[config.mk]
export PLATFORM = sky130hd
export DESIGN_NAME = bsc_temp
export DESIGN_NICKNAME = d
export VERILOG_FILES = /design/src/bsc_pkg.sv /design/src/bsc_temp.sv
export SDC_FILE = /design/constraint.sdc
export NUM_CORES = 2
export LEC_CHECK = 0
export BUFFER_PORTS_ARGS = -buffer_cell sky130_fd_sc_hd__buf_2
export CELL_PAD_IN_SITES_DETAIL_PLACEMENT = 1
export CELL_PAD_IN_SITES_GLOBAL_PLACEMENT = 1
export CORE_MARGIN = 4
export CORE_UTILIZATION = 52
export DETAILED_ROUTE_END_ITERATION = 12
export HOLD_SLACK_MARGIN = 0.1
export PLACE_DENSITY_LB_ADDON = 0.1
export SYNTH_ARGS = -nofsm -noshare
export SYNTH_HDL_FRONTEND = slang
export SYNTH_SLANG_ARGS = --single-unit
export TNS_END_PERCENT = 100
[constraint.sdc]
create_clock -name i_clk -period 8 [get_ports i_clk]
set_input_delay 0.4 -clock i_clk [delete_from_list [all_inputs] [get_ports i_clk]]
set_output_delay 0.4 -clock i_clk [all_outputs]
set_load 0.01 [all_outputs]
[src/bsc_pkg.sv]
`timescale 1ns / 1ps
`default_nettype none

package bsc_pkg;

    // raw conversion width default
    localparam int RAW_BITS_DEF = 24;

    // configuration port
    localparam int CFG_DATA_W = 48;
    localparam int CFG_IDX_W  = 2;

    // register indexes
    localparam logic [CFG_IDX_W-1:0] REG_TEMP_TRIM    = 2'd0;
    localparam logic [CFG_IDX_W-1:0] REG_PRESS_TRIM_A = 2'd1;
    localparam logic [CFG_IDX_W-1:0] REG_PRESS_TRIM_B = 2'd2;
    localparam logic [CFG_IDX_W-1:0] REG_PRESS_TRIM_C = 2'd3;

    // decoded trim words
    typedef struct packed {
        logic        [15:0] t1;
        logic        [15:0] t2;
        logic signed [7:0]  t3;
        logic signed [15:0] p1;
        logic signed [15:0] p2;
        logic signed [7:0]  p3;
        logic signed [7:0]  p4;
        logic        [15:0] p5;
        logic        [15:0] p6;
        logic signed [7:0]  p7;
        logic signed [7:0]  p8;
        logic signed [15:0] p9;
        logic signed [7:0]  p10;
        logic signed [7:0]  p11;
    } t_trims;

endpackage

`default_nettype wire

[src/bsc_temp.sv]
`timescale 1ns / 1ps
`default_nettype none

module bsc_temp #(
    parameter int RAW_BITS = bsc_pkg::RAW_BITS_DEF
) (
    input  wire logic                i_clk,
    input  wire logic                i_rst_n,
    input  wire logic                i_en,
    input  wire logic                i_vld,
    input  wire logic [RAW_BITS-1:0] i_rp,
    input  wire logic [RAW_BITS-1:0] i_rt,
    input  bsc_pkg::t_trims          i_trims,
    output logic                     o_vld,
    output logic [RAW_BITS-1:0]      o_rp,
    output logic signed [15:0]       o_temp,
    output logic signed [24:0]       o_tq
);
    import bsc_pkg::*;

    localparam int NST = 5;

    logic [NST-1:0]      r_vld;
    logic [RAW_BITS-1:0] r_rp [NST];

    logic signed [25:0] w_d;
    logic signed [16:0] w_t2;
    logic signed [25:0] r_d;
    logic signed [42:0] r_m1a;
    logic signed [51:0] r_m2;
    logic signed [42:0] r_m1b;
    logic signed [59:0] r_m3;
    logic signed [61:0] r_t48;
    logic signed [62:0] w_tr;
    logic signed [62:0] w_qr;
    logic signed [22:0] w_temp;
    logic signed [30:0] w_tq;
    logic signed [15:0] r_temp;
    logic signed [24:0] r_tq;

    assign w_d  = $signed({2'b00, i_rt}) - $signed({2'b00, i_trims.t1, 8'h00});
    assign w_t2 = $signed({1'b0, i_trims.t2});

    // rounded views of the linear temperature
    assign w_tr   = r_t48 + 63'sd549755813888;
    assign w_qr   = r_t48 + 63'sd2147483648;
    assign w_temp = w_tr[62:40];
    assign w_tq   = w_qr[62:32];

    // valid line
    always_ff @(posedge i_clk) begin
        if (!i_rst_n) begin
            r_vld <= '0;
        end else if (i_en) begin
            r_vld <= {r_vld[NST-2:0], i_vld};
        end
    end

    // datapath stages
    always_ff @(posedge i_clk) begin
        if (i_en) begin
            // offset from trim
            r_d     <= w_d;
            r_rp[0] <= i_rp;
            // linear and square products
            r_m1a   <= r_d * w_t2;
            r_m2    <= r_d * r_d;
            r_rp[1] <= r_rp[0];
            // quadratic coefficient
            r_m3    <= r_m2 * i_trims.t3;
            r_m1b   <= r_m1a;
            r_rp[2] <= r_rp[1];
            // full-precision temperature
            r_t48   <= (r_m1b <<< 18) + r_m3;
            r_rp[3] <= r_rp[2];
            // saturate outputs
            if (w_temp > 23'sd32767) begin
                r_temp <= 16'sh7fff;
            end else if (w_temp < -23'sd32768) begin
                r_temp <= -16'sd32768;
            end else begin
                r_temp <= w_temp[15:0];
            end
            if (w_tq > 31'sd8388608) begin
                r_tq <= 25'sd8388608;
            end else if (w_tq < -31'sd8388608) begin
                r_tq <= -25'sd8388608;
            end else begin
                r_tq <= w_tq[24:0];
            end
            r_rp[4] <= r_rp[3];
        end
    end

    assign o_vld  = r_vld[NST-1];
    assign o_rp   = r_rp[NST-1];
    assign o_temp = r_temp;
    assign o_tq   = r_tq;

endmodule

`default_nettype wire

==> impl_results.md <==
* Status: finished clean
* I/O pins at 286
* GRT overflow at 0
* WP buf/inv at 7
* DR vias at 42700
* Yosys top cell by area: fa_1
* Max cap viols at 0
* DR iter-0 viols at 2151
* Die Width at 358 um
* List of most frequent post-synthesis cells: 1513 x inv_1, 1304 x fa_1, 587 x nand2_1
* Worst Path Required at 8.39 ns
* Area grow syn2layout at 7.80%
* Minimum clock period at 7.67 ns
* Htree depth at 2
* All-Layer GR Usage at 27.0%
* Prevailing post-synth register cell: edfxtp_1
* Final hold vios at 0
* Cell with the most instances after synthesis: inv_1
* Synth warnings at 0
* Post-synth ARST share at 0%
* Rel. slew slack at 24.1%
* Die area at 0.128 mm^2
* Max Root-Sink Buffers at 3
* CP endpoint kind: flop
* Antenna viol nets, final at 0
* Peak fanout along the critical path at 33
* TritonCTS clock tree: done
* #FFs+latches synth at 397
* Fmax at 0.130 GHz
* Row count at 128
* Slew @ Worst Pin at 1.13 ns
* Vias in the first global route at 48800
* Syn_nets at 8204
* CORE AREA at 0.122 mm^2
* Post-Synth XOR/XNOR Area at 2.95%
* Most frequent cell on the critical path: fa_1
* Root Driver: clkbuf_16
* Fin nets at 8360
* Fin. max-slew vios at 0
* Cells after Synth at 6250
* Adder-cell share of the synthesized area at 49.3%
* Clock skew at 0.0315 ns
* Clk Latency, worst-skew pair at 0.65 ns
* DR WL/cell at 20.7 um
* IO Port Bufs at 157
* Unrepaired setup endpoints after global routing: false
* Setup violators final at 0
* Syn avg cell area at 10.2 um^2
* Post-synth EDFFs at 392
* Initial core utilization at 52.4%
* Synth Area in Simple Gates at 12.9%
* Crit-path slowest cell: edfxtp_1
* First-pass GRT wire length at 269000 um
* Ranking of synthesized cells by area: fa_1 41%, edfxtp_1 18%, inv_1 8.9%, ha_1 8.4%, and2_1 5.4%
* Crit path DAT at 8.07 ns
* Num CTS Buffers at 49
* DPL Wire Length at 139000 um
* Compound-Gate Fraction of Synth Area at 5.66%
* TritonRoute pass-1 iters at 5
* Combinational family with the most area after synthesis: adder cells
* Slowest stage delay, CP at 0.68 ns
* Vias per cell at 5.29
* Post-Syn Area at 0.0639 mm^2
* Top-area cell type share of the netlist area at 40.9%
* Crit Path Class: reg -> reg
* Routed wire length at 167000 um
* Pin count of the biggest net entering global routing at 155
* Hold Path Class: in -> reg
* Register area share after synthesis at 18.6%
* Die height at 358 um
* Initial antenna violation count at 7
* Synth cell types at 89
* Part of the cycle the worst path needs at 95.9%
* Mux contribution to synthesized area at 0.127%
* CTS Sinks at 397
* Fin Setup TNS at 0 ns
* Gpl congestion at 0.900
* Reg clk slew, reported paths at 0.06 ns
* Layout cell share with drive strength beyond 1 at 6.69%
* CP startpoint kind: flop
* DRC Markers at 0
* Critical path's top delay family: adder cells
[sequential cells by signal, indices dropped and copies added, names as in the netlist]
name    count
o_tq       25
r_m2       49
r_m3       42
o_temp     16
r_rp      120
r_d        25
r_t48      31
r_m1a      42
r_vld       5
r_m1b      42
[routing by layer]
layer | up-vias | GRT usage [%] | routed length (um)
met4 | 2 | 7.03 | 4540
met2 | 778 | 46.5 | 82600
met3 | 220 | 3.97 | 7850
met1 | 22400 | 36.1 | 72300
met5 | - | 0 | 13
li1 | 19300 | - | -
[worst register-to-register path, cell delays in order, from the launching register on]
cell	delay, ns
edfxtp_1	0.68
buf_12	0.31
nand2_1	0.12
fa_1	0.59
inv_1	0.08
fa_1	0.48
inv_1	0.05
fa_1	0.51
fa_1	0.52
inv_1	0.06
fa_1	0.51
fa_1	0.50
inv_1	0.05
fa_1	0.48
inv_1	0.04
ha_1	0.35
and3_1	0.21
and2_1	0.16
a221o_1	0.33
a41oi_2	0.22
nor2b_1	0.15
o21a_1	0.26
a21oi_1	0.24
o21bai_1	0.12
a21oi_1	0.18
xnor2_1	0.08
buf_4	0.15
[logic make-up (layout without fill, tap and decap cells)]
group / count (synthesis) / after routing
buffers and inverters: 1746 / 1940
other: 2 / 5
xor gates and xnor gates: 215 / 215
adders and majority gates: 1734 / 1734
muxes: 8 / 8
DFF: 397 / 397
AOI/OAI and AO/OA: 536 / 536
and+or+nand+nor: 1612 / 1612
[layout make-up]
cell class	count	area [um^2]
clock inverter	32	293
sequential	397	11900
antenna	3	7.51
clock buffer	57	1280
timing repair buffer	338	2350
inverter	1513	5680
tap	1625	2030
multi-input combinational	4107	45300
fill	13400	53000
[per-stage QoR]
stage               area, um^2  instances  util, %  hold WS (ns)  worst slack [ns]
floorplan                63900       6250        -         0.400             0.641
global placement         66800       7938     54.8         0.400             0.304
detailed placement       66800       7938     54.8         0.405             0.177
CTS                      68700       8061     56.4         0.184             0.164
global route             68800       8069     56.5         0.205           0.00300
finish                   68800       8072     56.5         0.220             0.326
[final timing paths]
path	start	endpoint	slack (ns)	cells past startpoint
worst min register to register	r_rp[0][20]$_DFFE_PP_	r_rp[0][44]$_DFFE_PP_	0.42	0
worst max register to register	r_d[15]$_DFFE_PP_	r_m2[31]$_DFFE_PP_	0.33	26
worst min-delay path	i_trims[153]	r_d[9]$_DFFE_PP_	0.22	3
worst max-delay path	r_d[15]$_DFFE_PP_	r_m2[31]$_DFFE_PP_	0.33	26
[cells in the final DEF, fill, tap and decap left out, types with 6 or more instances in the layout]
cell | synthesis | routed
edfxtp_1 | 392 | 392
nor2_1 | 149 | 149
or2_2 | 8 | 8
and4_1 | 14 | 14
nand2b_1 | 72 | 72
clkinv_1 | 0 | 9
dlygate4sd3_1 | 0 | 34
nor2b_1 | 44 | 44
a31oi_1 | 21 | 21
nand3_1 | 54 | 54
clkbuf_16 | 0 | 50
fa_1 | 1304 | 1304
o22ai_1 | 6 | 6
mux2i_1 | 7 | 7
nand4_1 | 28 | 28
o21ai_0 | 85 | 84
inv_1 | 1513 | 1513
xor2_1 | 63 | 63
a21o_1 | 85 | 85
and3_1 | 29 | 29
o21a_1 | 29 | 29
o211ai_1 | 13 | 13
clkinvlp_4 | 0 | 7
a21oi_1 | 163 | 163
buf_2 | 6 | 156
nor3_1 | 33 | 33
ha_1 | 430 | 430
clkbuf_1 | 199 | 7
xnor2_1 | 152 | 151
a31o_2 | 7 | 7
and2_1 | 551 | 551
nor4_1 | 10 | 10
a221o_1 | 6 | 6
buf_12 | 0 | 9
nand2_1 | 587 | 587
buf_4 | 26 | 138
a211oi_1 | 15 | 15
o21bai_1 | 27 | 27
[what timing repair did]
item / 4_1_cts / 5_1_grt
hold buffers: 34 / 0
hold endpoints to repair: 37 / 0
gates resized for setup: 0 / 2
setup endpoints to repair: 0 / 11
setup buffers: 0 / 8
Power is not shown: default switching activity piles up to over one toggle a cycle in this logic, so the estimate is an artifact.
