<file path="src/bsc_pkg.sv">
`timescale 1ns / 1ps
`default_nettype none

package bsc_pkg;

    // raw conversion width default
    localparam int RAW_BITS_DEF = 24;

    // configuration port
    localparam int CFG_DATA_W = 48;
    localparam int CFG_IDX_W  = 2;

    // register indexes
    localparam logic [CFG_IDX_W-1:0] REG_TEMP_TRIM    = 2'd0;
    localparam logic [CFG_IDX_W-1:0] REG_PRESS_TRIM_A = 2'd1;
    localparam logic [CFG_IDX_W-1:0] REG_PRESS_TRIM_B = 2'd2;
    localparam logic [CFG_IDX_W-1:0] REG_PRESS_TRIM_C = 2'd3;

    // decoded trim words
    typedef struct packed {
        logic        [15:0] t1;
        logic        [15:0] t2;
        logic signed [7:0]  t3;
        logic signed [15:0] p1;
        logic signed [15:0] p2;
        logic signed [7:0]  p3;
        logic signed [7:0]  p4;
        logic        [15:0] p5;
        logic        [15:0] p6;
        logic signed [7:0]  p7;
        logic signed [7:0]  p8;
        logic signed [15:0] p9;
        logic signed [7:0]  p10;
        logic signed [7:0]  p11;
    } t_trims;

endpackage

`default_nettype wire

</file>
<file path="src/bsc_trim.sv">
`timescale 1ns / 1ps
`default_nettype none

module bsc_trim (
    input  wire logic                           i_clk,
    input  wire logic                           i_rst_n,
    input  wire logic                           i_cfg_we,
    input  wire logic [bsc_pkg::CFG_IDX_W-1:0]  i_cfg_idx,
    input  wire logic [bsc_pkg::CFG_DATA_W-1:0] i_cfg_data,
    output bsc_pkg::t_trims                     o_trims
);
    import bsc_pkg::*;

    logic [39:0] r_temp_trim;
    logic [47:0] r_press_a;
    logic [47:0] r_press_b;
    logic [31:0] r_press_c;

    // trim register writes
    always_ff @(posedge i_clk) begin
        if (!i_rst_n) begin
            r_temp_trim <= '0;
            r_press_a   <= '0;
            r_press_b   <= '0;
            r_press_c   <= '0;
        end else if (i_cfg_we) begin
            case (i_cfg_idx)
                REG_TEMP_TRIM:    r_temp_trim <= i_cfg_data[39:0];
                REG_PRESS_TRIM_A: r_press_a   <= i_cfg_data[47:0];
                REG_PRESS_TRIM_B: r_press_b   <= i_cfg_data[47:0];
                REG_PRESS_TRIM_C: r_press_c   <= i_cfg_data[31:0];
                default: ;
            endcase
        end
    end

    // unpack fields
    always_comb begin
        o_trims.t1  = r_temp_trim[15:0];
        o_trims.t2  = r_temp_trim[31:16];
        o_trims.t3  = r_temp_trim[39:32];
        o_trims.p1  = r_press_a[15:0];
        o_trims.p2  = r_press_a[31:16];
        o_trims.p3  = r_press_a[39:32];
        o_trims.p4  = r_press_a[47:40];
        o_trims.p5  = r_press_b[15:0];
        o_trims.p6  = r_press_b[31:16];
        o_trims.p7  = r_press_b[39:32];
        o_trims.p8  = r_press_b[47:40];
        o_trims.p9  = r_press_c[15:0];
        o_trims.p10 = r_press_c[23:16];
        o_trims.p11 = r_press_c[31:24];
    end

endmodule

`default_nettype wire

</file>
<file path="config.mk">
export PLATFORM = sky130hd
export DESIGN_NAME = bsc_trim
export DESIGN_NICKNAME = d
export VERILOG_FILES = /design/src/bsc_pkg.sv /design/src/bsc_trim.sv
export SDC_FILE = /design/constraint.sdc
export NUM_CORES = 1
export LEC_CHECK = 0
export BUFFER_PORTS_ARGS = -buffer_cell sky130_fd_sc_hd__buf_2
export CAP_MARGIN = 10
export CORE_AREA = 4 4 148 150
export CTS_CLUSTER_DIAMETER = 80
export DETAILED_ROUTE_END_ITERATION = 16
export DIE_AREA = 0 0 152 154
export SLEW_MARGIN = 20
export SYNTH_ARGS = -nofsm -noshare
export SYNTH_HDL_FRONTEND = slang
export SYNTH_SLANG_ARGS = --single-unit
</file>
<file path="constraint.sdc">
create_clock -name i_clk -period 1.1 [get_ports i_clk]
set_input_delay 0.275 -clock i_clk [delete_from_list [all_inputs] [get_ports i_clk]]
set_output_delay 0.275 -clock i_clk [all_outputs]
set_load 0.02 [all_outputs]
</file>
==> metrics, run 1 <==
status finished with violations; failing checks negative setup slack; Comb pwr share 0.121; num rows 53; slew of the pin with the lowest slew margin 287 ps; clock skew 0 ps; Layout area overhead 62.6%; critical path's largest stage delay ~360 ps; VDD IR max 853 uV; CTS tree built; Int Pwr 10.6 mW; Tot GR Track Use 0.145; RSZ-0062 raised after global routing yes; Worst setup SP type register; Synth Area per Inst 10.2 um2; Final min period 1160 ps; Clk Latency, worst-skew pair 410 ps; GR Overflow Total 0; Vias 5071; TritonCTS Buffers 17; Fin Hold WS around 120 ps; Post-route DRC 0; synth warn 0; initial antenna violation count 0; pin count of the biggest net entering global routing 46; Core Region just over 20000 um2; Hold/Removal Path Class in2reg; Cell Pwr Density 1420 nW/um2; Final HPWL DP between 10000 and 15000 um; die height between 150 and 200 um; CP max-delay cell dfxtp_2; clock sink count 168; WS Path Type reg2out; Switching Fraction 0.248; first-pass GRT wire length ~28000 um; vias in the first global route roughly 5100; Ant. Diodes 0; H-Tree Depth 4; Placement Setup Slack -199 ps; final worst-path setup slack -64.5 ps; final cell count without fillers roughly 1200; Final period util 1.06; total power 14.1 mW; drt first pass iters 4; via/cell ratio between 4 and 5; number of synthesized register bits approximately 170; P_sw roughly 3.5 mW; wire per inst ~15 um; clock network fraction of total power 0.418; max cap viols 0; routability cong. 0.773; die width 152 um; drt total wl approximately 18000 um; Fill cells approximately 1900; placed instance count roughly 1100; Initial Util 0.295; share of layout cells above drive strength 1 0.557; Slew headroom 0.808; number of port buffers 220; CTS max path bufs 2; crit path buf inv count 1; final setup TNS -6890 ps; clock slew at reported path FFs roughly 70 ps; clk root buf clkbuf_16; area of the mapped netlist 6100 um2; Static Leak between 4 and 5 nW; die footprint 23400 um2; WP data arrival 890 ps; Syn Nets 650; crit path max fanout 2; Critical Path RT 820 ps; endpoint type of the worst setup path output port; fin. max-slew vios 0; endpoints failing setup between 150 and 200; CP delay by family, top flip-flops; Max Clock Freq 859 MHz; post-route ant nets 0; Cell Chain, Critical Path buf_6; register area share after synthesis 0.552; Ports around 220; synth unique cells 9; Flop pwr share 0.461; Hold Violations, Final 0; Iteration-0 DRC Markers 135; Mapped Cells approximately 600; Nets about 900
-- cells by family (layout without fill, tap and decap cells) --
logic type             after synthesis  count (layout)  share of synthesized area
multiplexers                       168             168                      0.276
AND/OR/NAND/NOR                    220             220                      0.138
flip-flops                         168             168                      0.552
buffers and inverters               41             324                     0.0341
-- tightest hold or removal path, stage by stage --
cell     delay [ps]
buf_2            90
nand2_1          60
mux2i_1          60
-- through the flow --
step           area (um2)  utilization
3_3_place_gp         7790        0.377
2_1_floorplan        6100            -
5_1_grt              9910        0.479
4_1_cts              9730        0.470
6_report             9910        0.479
3_5_place_dp         7790        0.377
-- flip-flops by register name, summed over array words and instances, names as in the netlist --
signal       cells
r_temp_trim     40
r_press_b       48
r_press_a       48
r_press_c       32
-- path summary, 6_finish.rpt --
path | start | endpoint | slack (ps) | depth (start not counted)
setup / recovery | r_press_b[31] | o_trims[63] | -60 | 1
hold / removal | i_cfg_data[43] | r_press_b[43] | 120 | 3
setup reg to reg | r_temp_trim[35] | r_temp_trim[35] | 290 | 4
hold reg to reg | r_temp_trim[28] | r_temp_trim[28] | 460 | 2
-- power groups by stage --
stage,logic (mW),registers (mW),clock network [mW]
2_1_floorplan,0.538,6.80,0
3_3_place_gp,1.40,6.54,0
3_5_place_dp,1.41,6.54,0
4_1_cts,1.68,6.50,6.07
5_1_grt,1.83,6.52,6.35
6_report,1.71,6.50,5.90
-- cell usage in the layout, fill, tap and decap left out --
master	n
clkbuf_8	1
clkbuf_1	4
dfxtp_2	168
clkinv_2	2
buf_2	51
clkinvlp_4	3
buf_12	15
mux2i_1	168
nand2_1	216
bufinv_16	2
inv_6	2
nand3b_1	2
buf_6	169
clkbuf_16	17
clkinv_4	1
nor3b_4	1
buf_4	57
nand3_2	1
-- cells in the mapped netlist --
library cell | instances | share of area
nand3b_1 | 2 | 0.0025
nand3_1 | 1 | 0.00082
nand2_1 | 216 | 0.13
buf_2 | 25 | 0.021
buf_4 | 6 | 0.0074
nor3b_2 | 1 | 0.0021
dfxtp_1 | 168 | 0.55
clkbuf_1 | 10 | 0.0062
mux2i_1 | 168 | 0.28
-- repair_timing --
action                                  in CTS  in global routing
buffers inserted                            14                 24
cloned                                       0                  0
hold buffers                                 0                  0
gates resized for setup                    504                  0
endpoints found under the setup margin     168                168
hold endpoints to repair                     0                  0
-- layout make-up --
cell class / instances / area [um2] / area share
clock buffer: 22 / 454 / 0.0458
clock inverter: 10 / 119 / 0.0120
tap: 275 / 344 / 0.0347
multi-input combinational: 388 / 2540 / 0.256
sequential: 168 / 3570 / 0.360
timing repair buffer: 292 / 2890 / 0.291
-- routing by layer --
metal  track usage  up-vias  wire length (um)
li1              -     2503                 -
met3        0.0636       11              1370
met4        0.0308        0               131
met1         0.182     2408              7820
met5             0        -                 0
met2         0.233      149              8290
Note: power is estimated with default switching activity, not from simulation.
==> run 2: changes to the inputs <==
--- a/config.mk
+++ b/config.mk
@@ -5,12 +5,12 @@
 export SDC_FILE = /design/constraint.sdc
 export NUM_CORES = 1
 export LEC_CHECK = 0
-export BUFFER_PORTS_ARGS = -buffer_cell sky130_fd_sc_hd__buf_2
 export CAP_MARGIN = 10
 export CORE_AREA = 4 4 148 150
 export CTS_CLUSTER_DIAMETER = 80
 export DETAILED_ROUTE_END_ITERATION = 16
 export DIE_AREA = 0 0 152 154
+export DONT_BUFFER_PORTS = 1
 export SLEW_MARGIN = 20
 export SYNTH_ARGS = -nofsm -noshare
 export SYNTH_HDL_FRONTEND = slang
==> constraint.sdc (replaced) <==
create_clock -name i_clk -period 0.95 [get_ports i_clk]
set_input_delay 0.2375 -clock i_clk [delete_from_list [all_inputs] [get_ports i_clk]]
set_output_delay 0.2375 -clock i_clk [all_outputs]
set_load 0.02 [all_outputs]
==> metrics, run 2 (same netlist as run 1, synthesis figures left out) <==
status finished with violations; failing checks negative hold slack, negative setup slack; via/cell ratio 4.56 (+3.9%); total power 15.3 mW (+8.2%); Final HPWL DP 9700 um (-17%); Cell Pwr Density 1950 nW/um2 (+37%); Initial Util 0.295 (unchanged); Critical Path RT 710 ps (-110 ps); CTS tree built; share of layout cells above drive strength 1 0.362 (-0.194); GR Overflow Total 0 (unchanged); vias in the first global route 4298 (-16%); placed instance count 853 (-21%); initial antenna violation count 0 (unchanged); critical path's largest stage delay 340 ps (-20 ps); final cell count without fillers 896 (-22%); die height 154 um (unchanged); RSZ-0062 raised after global routing yes; Tot GR Track Use 0.134 (-0.0112); H-Tree Depth 4 (unchanged); Layout area overhead 28.4%; Placement Setup Slack -168 ps (+31.5 ps); num rows 53 (unchanged); Final min period around 1100 ps; die width 152 um (unchanged); Clk Latency, worst-skew pair 410 ps (about the same); drt first pass iters 4 (unchanged); Final period util 1.18; clock slew at reported path FFs 70 ps (about the same); wire per inst 17.4 um (+14%); Post-route DRC 0 (unchanged); endpoint type of the worst setup path output port; Iteration-0 DRC Markers 116 (-14%); die footprint 23400 um2 (unchanged); Worst setup SP type register; pin count of the biggest net entering global routing 217 (+370%); routability cong. 0.719 (-7.0%); Fin Hold WS -30.1 ps (-150 ps); most frequent cells in the layout 216 x nand2_1, 168 x mux2i_1, 151 x dfxtp_4; final setup TNS -14680 ps (-7790 ps); post-route ant nets 0 (unchanged); utilization after layout 0.378 (-0.101); WP data arrival 880 ps (about the same); crit path max fanout 2 (unchanged); commonest non-fill, non-tap cell in the layout nand2_1; CP max-delay cell dfxtp_2; Nets 662 (-28%); Max Clock Freq around 900 MHz; crit path buf inv count 1 (unchanged); clock skew 0 ps (unchanged); area of the multi-input gates 2540 um2 (unchanged); endpoints failing setup 168 (unchanged); CP delay by family, top flip-flops; Slew headroom 0.726 (-0.0822); clk root buf clkbuf_16; clock sink count 168 (unchanged); Largest regs r_press_a x48, r_press_b x48, r_temp_trim x40; final worst-path setup slack -167 ps (-102 ps); Vias 4088 (-19%); slew of the pin with the lowest slew margin 411 ps (+123 ps); VDD IR max 893 uV (+4.7%); Core Region 20700 um2 (unchanged); first-pass GRT wire length 25100 um (-9.1%); Hold Violations, Final 6 (+6); Ports 221 (unchanged); fin. max-slew vios 0 (unchanged); TritonCTS Buffers 17 (unchanged); number of port buffers 0 (-100%); drt total wl 15600 um (-11%); Hold/Removal Path Class in2reg; max cap viols 0 (unchanged); sequential cell area 3950 um2 (+11%); Ant. Diodes 0 (unchanged); WS Path Type reg2out; Static Leak 3.51 nW (-29%); Cell Chain, Critical Path buf_6; CTS max path bufs 2 (unchanged); Fill cells 2055 (+7.4%)
run 2: cell types whose count changed in the layout (fill, tap and decap cells not counted), sizes merged:
cell         previous run  this run
clkinvlp                3         0
clkinv                  3         7
bufinv                  2         3
buf                   292        25
clkbuf                 22        19
dlygate4sd3             0         9
run 2: layout make-up:
type | instances | share of cell area
clock buffer | 19 | 0.0566
multi-input combinational | 388 | 0.324
sequential | 168 | 0.505
timing repair buffer | 34 | 0.0516
clock inverter | 12 | 0.0192
tap | 275 | 0.0440
run 2: path summary, 6_finish.rpt:
path                       from            end  slack (ps)  cells after the start
setup / recovery  r_press_b[40]    o_trims[32]        -170                      1
hold / removal          i_rst_n  r_press_c[14]         -30                      2
setup reg to reg  r_press_b[40]  r_press_b[40]         260                      3
hold reg to reg   r_press_c[26]  r_press_c[26]         460                      2
run 2: stage by stage:
stage	area [um2]	hold slack [ps]
floorplan	6170	399
CTS	7800	-50.3
global placement	6470	403
global route	7830	-49.6
detailed placement	6470	412
finish	7830	-30.1
run 2: power breakdown:
part | internal (mW) | total [mW] | switching [mW]
clock network | 4.20 | 7.00 | 2.81
registers | 7.04 | 7.50 | 0.457
logic | 0.352 | 0.762 | 0.410
total | 11.6 | 15.3 | 3.67
run 2: worst register-to-register path, stage by stage, from the launching register on:
cell and delay, ps:
dfxtp_2 330, buf_4 120, nand2_1 50, mux2i_1 60
run 2: per-layer routing:
layer  global-route usage  part of all wire
met1                0.159              0.43
met2                0.212              0.46
met3               0.0698              0.10
met4               0.0390            0.0080
met5                    0                 0
run 2: timing repair:
| item | CTS | global route |
|---|---|---|
| gates resized for setup | 336 | 0 |
| endpoints found under the setup margin | 168 | 168 |
| hold endpoints to repair | 165 | 33 |
| hold buffers | 8 | 1 |
| setup buffers | 1 | 2 |
==> run 3: changes to the inputs <==
--- a/config.mk
+++ b/config.mk
@@ -11,6 +11,7 @@
 export DETAILED_ROUTE_END_ITERATION = 16
 export DIE_AREA = 0 0 152 154
 export DONT_BUFFER_PORTS = 1
+export RECOVER_POWER = 25
 export SLEW_MARGIN = 20
 export SYNTH_ARGS = -nofsm -noshare
 export SYNTH_HDL_FRONTEND = slang
==> metrics, run 3 (same netlist as run 1, synthesis figures left out) <==
status finished with violations; failing checks negative hold slack, negative setup slack; FF-to-FF End r_press_a[13]; Largest regs r_press_a x48, r_press_b x48, r_temp_trim x40; die footprint 23400 um2 (unchanged); H-Tree Depth 4 (unchanged); Hold Path End r_press_c[14]; Fin Hold WS -31.0 ps (-0.938 ps); Layout area overhead 27.1%; initial antenna violation count 0 (unchanged); fin. max-slew vios 0 (unchanged); Slew headroom 0.538 (-0.188); FF-to-FF setup slack 210 ps (-50 ps); Fill cells 2062 (+0.34%); slew of the pin with the lowest slew margin 692 ps (+282 ps); RSZ-0062 raised after global routing yes; Ant. Diodes 0 (unchanged); final cell count without fillers 896 (unchanged); pin count of the biggest net entering global routing 217 (unchanged); Tot GR Track Use 0.134 (unchanged); most frequent cells in the layout 216 x nand2_1, 168 x mux2i_1, 140 x dfxtp_4, 20 x buf_6, 17 x clkbuf_16; drt first pass iters 4 (unchanged); endpoints failing setup 169 (+0.60%); max cap viols 0 (unchanged); Nets 662 (unchanged); Iteration-0 DRC Markers 148 (+28%); vias in the first global route 4298 (unchanged); endpoint type of the worst setup path output port; share of layout cells above drive strength 1 0.341 (-0.0209); Critical Path RT 710 ps (about the same); post-route ant nets 0 (unchanged); WP data arrival 890 ps (about the same); die width 152 um (unchanged); crit path max fanout 2 (unchanged); Worst setup SP type register; GR Overflow Total 0 (unchanged); Initial Util 0.295 (unchanged); Static Leak 3.48 nW (-0.70%); WS Path Type reg2out; Final period util 1.18 (+0.00669); clock skew 0 ps (unchanged); Clk Latency, worst-skew pair 410 ps (about the same); hold depth 2 (unchanged); placed instance count 853 (unchanged); clock slew at reported path FFs 60 ps (about the same); Hold Startpoint i_rst_n; clk root buf clkbuf_16; Ports 221 (unchanged); CTS max path bufs 2 (unchanged); TritonCTS Buffers 17 (unchanged); Cell Pwr Density 1970 nW/um2 (+1.1%); Vias 4077 (-0.27%); Max Clock Freq 890 MHz (-0.57%); Core Region 20700 um2 (unchanged); die height 154 um (unchanged); Final min period 1120 ps (+6.35 ps); Worst R2R Start r_press_a[13]; wire per inst 17.4 um (-0.13%); Hold Violations, Final 6 (unchanged); Final HPWL DP 9700 um (unchanged); commonest non-fill, non-tap cell in the layout nand2_1; routability cong. 0.719 (unchanged); final worst-path setup slack -173 ps (-6.35 ps); num rows 53 (unchanged); Hold/Removal Path Class in2reg; number of port buffers 0 (unchanged); Post-route DRC 0 (unchanged); CTS tree built; clock sink count 168 (unchanged); R2R depth 2 (-1); first-pass GRT wire length 25100 um (unchanged); via/cell ratio 4.55 (-0.27%); drt total wl 15600 um (-0.13%); Placement Setup Slack -168 ps (unchanged); VDD IR max 892 uV (about the same)
[run 3: cell types whose count changed in the layout (fill, tap and decap cells not counted)]
cell,previous run,this run
buf_6,17,20
nor3b_4,1,0
dfxtp_2,17,16
nor3b_1,0,1
buf_12,5,2
dfxtp_1,0,12
dfxtp_4,151,140
[run 3: area by class of cell]
cell class	instances	area, um2	share of cell area
timing repair buffer	34	378	0.0488
multi-input combinational	388	2520	0.326
clock inverter	12	150	0.0194
sequential	168	3910	0.504
tap	275	344	0.0444
clock buffer	19	443	0.0572
[run 3: metal layers]
metal | part of all wire | up-vias | track usage
met5 | 0 | - | 0
met4 | 0.0078 | 0 | 0.0390
met3 | 0.099 | 6 | 0.0698
met2 | 0.46 | 149 | 0.212
met1 | 0.43 | 1933 | 0.159
li1 | - | 1989 | -
[run 3: power by group]
group	leakage, nW	switching [mW]	total, mW	internal (mW)
Combinational	1.71	0.407	0.749	0.342
Clock	0.297	2.81	7.01	4.20
Sequential	1.48	0.457	7.52	7.06
Total	3.48	3.68	15.3	11.6
[run 3: what timing repair did]
action | 4_1_cts | 5_1_grt
buffers inserted | 1 | 2
hold endpoints to repair | 165 | 33
hold buffers | 8 | 1
resized for setup | 336 | 0
pin swaps | 0 | 0
endpoints found under the setup margin | 168 | 168
[run 3: worst max path at each step]
stage | startpoint | to | slack [ps] | cells past startpoint
6_report | r_press_c[1] | o_trims[17] | -170 | 0
3_5_place_dp | i_cfg_idx[1] | r_press_a[8] | -170 | 3
2_1_floorplan | i_cfg_idx[1] | r_temp_trim[10] | -3 | 3
5_1_grt | r_press_b[23] | o_trims[55] | -220 | 1
3_3_place_gp | i_cfg_idx[1] | r_temp_trim[34] | -130 | 3
4_1_cts | r_press_b[40] | o_trims[32] | -200 | 1
[run 3: through the flow]
stage	power [mW]	utilization	cell area, um2	TNS [ps]
2_1_floorplan	8.53	-	6170	-106
3_3_place_gp	8.61	0.313	6470	-14570
3_5_place_dp	8.64	0.313	6470	-17200
4_1_cts	15.5	0.377	7800	-19330
5_1_grt	16.0	0.375	7750	-23660
6_report	15.3	0.375	7750	-15570
